**config.mk**
```make
export PLATFORM = sky130hd
export DESIGN_NAME = lmwm_ctrl
export DESIGN_NICKNAME = d
export VERILOG_FILES = /design/src/hw/rtl/lmwm_pkg.sv /design/src/hw/rtl/lmwm_ctrl.sv
export SDC_FILE = /design/constraint.sdc
export NUM_CORES = 1
export LEC_CHECK = 0
export BUFFER_PORTS_ARGS = -buffer_cell sky130_fd_sc_hd__buf_2
export CAP_MARGIN = 20
export CELL_PAD_IN_SITES_DETAIL_PLACEMENT = 0
export CELL_PAD_IN_SITES_GLOBAL_PLACEMENT = 1
export CORE_MARGIN = 5
export CORE_UTILIZATION = 25
export DETAILED_ROUTE_END_ITERATION = 10
export GPL_TIMING_DRIVEN = 0
export PLACE_DENSITY = 0.72
export REMOVE_ABC_BUFFERS = 1
export SLEW_MARGIN = 20
export SYNTH_ARGS = -nofsm -noshare
export SYNTH_HDL_FRONTEND = slang
export SYNTH_SLANG_ARGS = --single-unit
export TNS_END_PERCENT = 5
```
**constraint.sdc**
```tcl
create_clock -name clk_i -period 1.3 [get_ports clk_i]
set_input_delay 0.195 -clock clk_i [delete_from_list [all_inputs] [get_ports clk_i]]
set_output_delay 0.195 -clock clk_i [all_outputs]
set_load 0.03 [all_outputs]
```
**src/hw/rtl/lmwm_pkg.sv**
```systemverilog
// Shared types and constants of the label masked window mean core.
package lmwm_pkg;

  localparam int unsigned MAX_HEIGHT = 1024;
  localparam int unsigned ROW_W      = 11;
  localparam int unsigned REG_W      = 11;
  localparam int unsigned CFG_IDX_W  = 1;
  localparam int unsigned CH_W       = 8;
  localparam int unsigned PIX_W      = 4 * CH_W;

  localparam logic [CFG_IDX_W-1:0] CFG_WIDTH  = 1'b0;
  localparam logic [CFG_IDX_W-1:0] CFG_HEIGHT = 1'b1;

  localparam logic [REG_W-1:0] RESET_WIDTH  = 11'd640;
  localparam logic [REG_W-1:0] RESET_HEIGHT = 11'd480;

  localparam logic OP_DATA  = 1'b0;
  localparam logic OP_FLUSH = 1'b1;

  typedef enum logic [6:0] {
    S_IDLE = 7'b0000001,
    S_CTR  = 7'b0000010,
    S_LAB  = 7'b0000100,
    S_SCAN = 7'b0001000,
    S_TAIL = 7'b0010000,
    S_DIV  = 7'b0100000,
    S_OUT  = 7'b1000000
  } state_e;

  typedef struct packed {
    logic accept;
    logic ctr_rd;
    logic lab_load;
    logic scan;
    logic div_step;
    logic advance;
  } cmd_t;

  typedef struct packed {
    logic res_due;
    logic scan_last;
    logic div_last;
  } sts_t;

endpackage

```
**src/hw/rtl/lmwm_ctrl.sv**
```systemverilog
// Controller state machine sequencing accept, window scan, division and output.
module lmwm_ctrl import lmwm_pkg::*; (
  input  logic clk_i,
  input  logic rst_ni,
  input  logic in_valid_i,
  output logic in_ready_o,
  output logic out_valid_o,
  input  logic out_ready_i,
  input  sts_t sts_i,
  output cmd_t cmd_o
);
  state_e state_q, state_d;

  always_comb begin
    state_d     = state_q;
    cmd_o       = '0;
    in_ready_o  = 1'b0;
    out_valid_o = 1'b0;
    case (state_q)
      S_IDLE: begin
        in_ready_o   = 1'b1;
        cmd_o.accept = in_valid_i;
        if (in_valid_i && sts_i.res_due) begin
          state_d = S_CTR;
        end
      end
      S_CTR: begin
        cmd_o.ctr_rd = 1'b1;
        state_d      = S_LAB;
      end
      S_LAB: begin
        cmd_o.lab_load = 1'b1;
        state_d        = S_SCAN;
      end
      S_SCAN: begin
        cmd_o.scan = 1'b1;
        if (sts_i.scan_last) begin
          state_d = S_TAIL;
        end
      end
      S_TAIL: begin
        state_d = S_DIV;
      end
      S_DIV: begin
        cmd_o.div_step = 1'b1;
        if (sts_i.div_last) begin
          state_d = S_OUT;
        end
      end
      S_OUT: begin
        out_valid_o = 1'b1;
        if (out_ready_i) begin
          cmd_o.advance = 1'b1;
          state_d       = S_IDLE;
        end
      end
      default: begin
        state_d = S_IDLE;
      end
    endcase
  end

  always_ff @(posedge clk_i or negedge rst_ni) begin
    if (!rst_ni) begin
      state_q <= S_IDLE;
    end else begin
      state_q <= state_d;
    end
  end
endmodule

```
==> results of run 1 <==
[power breakdown]
group          leakage, nW  switching, W  internal (W)
combinational        0.235      0.000244      0.000226
sequential          0.0888     0.0000492      0.000258
clock               0.0150     0.0000883      0.000118
[layout make-up]
class,instances,area [µm²],area share
sequential,7,180,0.247
timing repair buffer,21,174,0.239
inverter,5,18.8,0.0258
tap,25,31.3,0.0430
clock buffer,4,26.3,0.0361
multi-input combinational,39,298,0.409
[logic make-up (layout without fill, tap and decap cells)]
kind of cell | count (synthesis) | after routing | share of synthesized area
AOI/OAI and AO/OA | 8 | 8 | 0.131
xor gates and xnor gates | 1 | 1 | 0.0196
and+or+nand+nor | 30 | 30 | 0.397
DFF | 7 | 7 | 0.394
buffers and inverters | 6 | 30 | 0.0586
[path summary, 6_finish.rpt]
path	endpoint	startpoint	depth (start not counted)
max in group asynchronous	state_q[0]	rst_ni	2
hold reg to reg	state_q[3]	state_q[4]	3
hold / removal	state_q[4]	sts_i[1]	2
min in group asynchronous	state_q[6]	rst_ni	2
setup / recovery	cmd_o[0]	state_q[3]	5
setup reg to reg	state_q[0]	state_q[0]	4
[critical path, delay by kind of cell (launching register included)]
family	cells	cell delay, ns
simple gates	3	0.58
flops	1	0.42
buf+inv	2	0.24
[cell usage in the layout, fill, tap and decap left out, types with 3 or more instances in the layout]
| master | count |
|---|---|
| buf_2 | 7 |
| buf_4 | 7 |
| buf_6 | 5 |
| clkbuf_4 | 3 |
| dfrtp_1 | 3 |
| dfrtp_2 | 3 |
| inv_1 | 3 |
| nand2_1 | 5 |
| nor2_1 | 3 |
| nor3b_1 | 3 |
[routing by layer]
metal / up-vias / GRT usage / wire [µm]
met3: 2 / 0.0399 / 66
met2: 14 / 0.136 / 487
met1: 198 / 0.125 / 527
met5: - / 0 / 0
li1: 227 / - / -
met4: 0 / 0.0255 / 22
[repair_timing]
action	CTS	global route
gates resized for setup	22	5
setup endpoints to repair	9	11
hold buffers	1	0
pin swaps	3	3
endpoints found under the hold margin	7	0
buffers inserted	6	0
[stage by stage]
step	cell area (µm²)	TNS [ns]
finish	728	-2.62
floorplan	440	-1.35
global route	728	-3.36
CTS	708	-2.55
detailed placement	542	-1.17
global placement	542	-1.16
==> flow_metrics.py, run 1 <==
metrics = {
    "run_status": {
        "status": "finished, violations left",
        "violations": "negative setup slack",
    },
    "synth": {
        "ys_ff_latch": 7,
        "synth_top_area_frac": 0.335,
        "synthesis.area_um2": 448,
        "yosysSeqAreaShare": 0.394,
        "synth_ff_type": "dfrtp_1",
        "synth.most_common_cell": "dfrtp_1",
        "yosys.area.top_type": "dfrtp_1",
        "synthArstFlopShare": 1.00,
        "synth_edf_count": 0,
        "synth_area_leaders": "dfrtp_1 (34%), dfstp_2 (5.9%), nor3b_1 (5.0%)",
        "synth_cell_type_count": 27,
        "synth_cells": 52,
        "synth_common_cells": "dfrtp_1 (6), nand2_1 (5), inv_1 (4), nor2_1 (4)",
        "synth.avg_cell_area_um2": 8.61,
        "yosys_warnings": 0,
    },
    "clock_tree": {
        "cts_buffers": 3,
        "cts_sinks": 7,
        "cts_max_level": 1,
        "cts_tree": "built",
        "path_clk_slew_ns": 0.05,
        "cts_root_buffer": "clkbuf_4",
        "clock_path_buffers": 2,
        "clk_latency_ns": 0.26,
    },
    "final_layout": {
        "area_delta_synth_final_pct": 62.6,
        "finalNonFillerCells": 101,
        "finish.utilization": 0.426,
        "largest_reg_flops": 7,
        "reg_top3": "state_q: 7 flops",
        "antenna_cells": 0,
        "largest-register": "state_q",
        "nFillCells": 183,
        "drive_above_1_share": 0.553,
        "fin_nets": 84,
    },
    "job": {
        "max_cap_violations": 0,
    },
    "critical_path": {
        "critPathKind": "register to primary output",
        "end_kind": "primary output",
        "cpPeakStageDelay_ns": 0.42,
        "crit_slowest_cell": "dfrtp_1",
        "path_cells": "nor2_4, buf_12, and4_2, and2_4, buf_6",
        "cp.arrival_ns": 1.49,
        "rrSetupSlack_ns": -0.03,
        "critPathMaxFanout": 4,
        "cp.required_ns": 1.11,
        "startpoint_type": "register",
    },
    "floorplan": {
        "num_rows": 15,
        "fp.dieW_um": 52.3,
        "dieArea_um2": 2740,
        "coreArea_um2": 1710,
        "fp.dieH_um": 52.3,
        "io_pins": 15,
        "start_util": 0.262,
    },
    "routing": {
        "wire_per_inst_um": 10.9,
        "drtAntennaViolNets": 0,
        "drc_errors": 0,
        "drtIter0Drc": 4,
        "routed_wl_mm": 1.10,
        "vias": 441,
        "via_per_inst": 4.37,
        "firstDrtPassIters": 3,
    },
    "global_routing": {
        "track_usage": 0.0936,
        "grt_overflow": 0,
        "grt_antenna_before_repair": 0,
        "grt_start_max_net_pins": 8,
        "grt_pass1_wl_mm": 1.88,
        "first_global_vias": 444,
    },
    "timing": {
        "fin_crit_ns": 1.69,
        "fin_hold_ws_ns": 0.166,
        "tightestPinTransition_ns": 0.254,
        "finalSetupViolations": 9,
        "skew_ns": 0.00311,
        "slew_viol_final": 0,
        "max_freq_mhz": 592,
        "slew_headroom": 0.830,
        "rsz0062_at_grt": "yes",
        "fin_crit_sh": 1.30,
        "hold_violations": 0,
        "fin_ws_ns": -0.389,
    },
    "min_path": {
        "hold_path_class": "input port to register",
    },
    "placed_design": {
        "port_buffers": 14,
        "dp_hpwl_um": 791,
        "preCtsSetupSlack_ns": -0.278,
        "gp_congestion": 0.731,
        "dp.cells": 90,
    },
    "power_and_ir_drop": {
        "power_leakage_nw": 0.339,
        "max-vdd-ir-drop_uv": 938,
        "power_w": 0.000984,
        "powerDensity_nw_per_um2": 1350,
    },
}
No activity file was read; power rests on OpenSTA's default activity.
==> inputs of run 2 (changes only) <==
CTS_BUF_LIST = sky130_fd_sc_hd__clkbuf_4 sky130_fd_sc_hd__clkbuf_8 sky130_fd_sc_hd__clkbuf_16   (was unset)
==> run 2 against run 1 <==
  * Critical path depth is the same
  * Largest cell class unchanged
  * The run still ends with negative setup slack left
  * Clock skew is essentially flat
  * Sequential cell count is the same
  * Critical endpoint is now cmd_o[1]
==> flow_metrics.py, run 2 (synthesis gave the netlist of run 1 again) <==
metrics = {
    "run_status": {
        "status": "finished, violations left",
        "violations": "negative setup slack",
    },
    "floorplan": {
        "fp.dieW_um": 52.3,
        "dieArea_um2": 2740,
        "fp.dieH_um": 52.3,
        "io_pins": 15,
        "coreArea_um2": 1710,
        "num_rows": 15,
        "start_util": 0.262,
    },
    "critical_path": {
        "end_kind": "primary output",
        "r2r-start": "state_q[0]",
        "cpPeakStageDelay_ns": 0.42,
        "path_cells": "nor2_4, nand2_2, or3_4, inv_2, buf_6",
        "rr_endpoint": "state_q[0]",
        "startpoint_type": "register",
        "critPathKind": "register to primary output",
        "crit_slowest_cell": "dfrtp_1",
        "cp.required_ns": 1.11,
        "rrSetupSlack_ns": -0.04,
        "cp.arrival_ns": 1.50,
        "rr_worst_depth": 4,
        "critPathMaxFanout": 5,
    },
    "clock_tree": {
        "clock_path_buffers": 2,
        "cts_buffers": 3,
        "cts_max_level": 1,
        "cts_sinks": 7,
        "cts_root_buffer": "clkbuf_4",
        "cts_tree": "built",
        "path_clk_slew_ns": 0.05,
        "clk_latency_ns": 0.25,
    },
    "power_and_ir_drop": {
        "powerDensity_nw_per_um2": 1360,
        "power_leakage_nw": 0.340,
        "power_w": 0.00100,
        "netSwitchingFraction": 0.385,
        "max-vdd-ir-drop_uv": 895,
        "switchingPower_w": 0.000386,
        "p_int_w": 0.000616,
        "clkPwrFrac": 0.227,
        "seq_power_share": 0.305,
        "p_comb_frac": 0.467,
    },
    "timing": {
        "slew_viol_final": 0,
        "max_freq_mhz": 589,
        "slew_headroom": 0.831,
        "fin_ws_ns": -0.398,
        "rsz0062_at_grt": "yes",
        "hold_violations": 0,
        "skew_ns": 0.00267,
        "fin_crit_sh": 1.31,
        "finalSetupViolations": 9,
        "tightestPinTransition_ns": 0.253,
        "fin_setup_tns_ns": -2.64,
        "fin_crit_ns": 1.70,
    },
    "routing": {
        "drtAntennaViolNets": 0,
        "via_per_inst": 4.32,
        "wire_per_inst_um": 10.9,
        "firstDrtPassIters": 3,
        "drtIter0Drc": 1,
        "drc_errors": 0,
        "vias": 441,
        "routed_wl_mm": 1.11,
    },
    "final_layout": {
        "finish.utilization": 0.433,
        "drive_above_1_share": 0.610,
        "layout_common_cells": "buf_4 (8), buf_2 (7), buf_6 (6)",
        "largest_reg_flops": 7,
        "mostFrequentLayoutCell": "buf_4",
        "largest-register": "state_q",
        "antenna_cells": 0,
        "fin_nets": 85,
        "area_delta_synth_final_pct": 65.1,
        "reg_top3": "state_q: 7 flops",
    },
    "min_path": {
        "hold_end": "state_q[4]",
        "min-delay-start": "sts_i[1]",
        "hold-path-cell-count": 2,
        "hold_path_class": "input port to register",
    },
    "global_routing": {
        "track_usage": 0.0954,
        "grt_start_max_net_pins": 8,
        "grt_overflow": 0,
        "grt_antenna_before_repair": 0,
        "first_global_vias": 436,
        "grt_pass1_wl_mm": 1.87,
    },
    "placed_design": {
        "gp_congestion": 0.731,
        "dp_hpwl_um": 791,
        "preCtsSetupSlack_ns": -0.278,
        "port_buffers": 14,
    },
    "job": {
        "max_cap_violations": 0,
    },
}
[run 2: cell type report]
class,count,area [µm²]
clock buffer,4,30.0
fill,178,968
inverter,5,18.8
multi-input combinational,39,305
sequential,7,181
tap,25,31.3
timing repair buffer,22,173
[run 2: worst max path at each step]
stage               endpoint  slack [ns]  startpoint
detailed placement  cmd_o[5]       -0.28  state_q[4]
CTS                 cmd_o[5]       -0.37  state_q[5]
global route        cmd_o[5]       -0.49  state_q[3]
floorplan           cmd_o[5]       -0.48  state_q[5]
global placement    cmd_o[1]       -0.28  state_q[6]
finish              cmd_o[1]       -0.40  state_q[3]
[run 2: repair_timing]
| item | 4_1_cts | 5_1_grt |
|---|---|---|
| hold buffers | 1 | 0 |
| pin swaps | 3 | 6 |
| gates resized for setup | 22 | 11 |
| buffers inserted | 5 | 2 |
| endpoints found under the hold margin | 7 | 0 |
| setup endpoints to repair | 9 | 11 |
[run 2: stage by stage]
stage	std cells	hold WS (ns)	area [µm²]
after floorplan	51	-0.101	440
after global placement	90	0.0389	542
after detailed placement	90	0.0400	542
after CTS	100	0.159	684
after global routing	102	0.175	739
final	102	0.167	739
[run 2: critical path, delay by kind of cell, from the launching register on]
kind          cells  cell delay, ns
buf+inv           2            0.18
flops             1            0.42
simple gates      3            0.65
[run 2: power groups by stage]
stage                     Sequential, W  Clock [W]  Combinational [W]
after floorplan                0.000291          0           0.000243
after global placement         0.000301          0           0.000315
after detailed placement       0.000304          0           0.000319
after CTS                      0.000306   0.000242           0.000403
after global routing           0.000314   0.000253           0.000512
final                          0.000306   0.000228           0.000469
[run 2: routing by layer]
layer | share of wire | vias to the layer above | track usage
met5 | 0 | - | 0
met1 | 0.49 | 200 | 0.127
met3 | 0.038 | 2 | 0.0370
li1 | - | 228 | -
met2 | 0.46 | 11 | 0.130
met4 | 0.015 | 0 | 0.0511
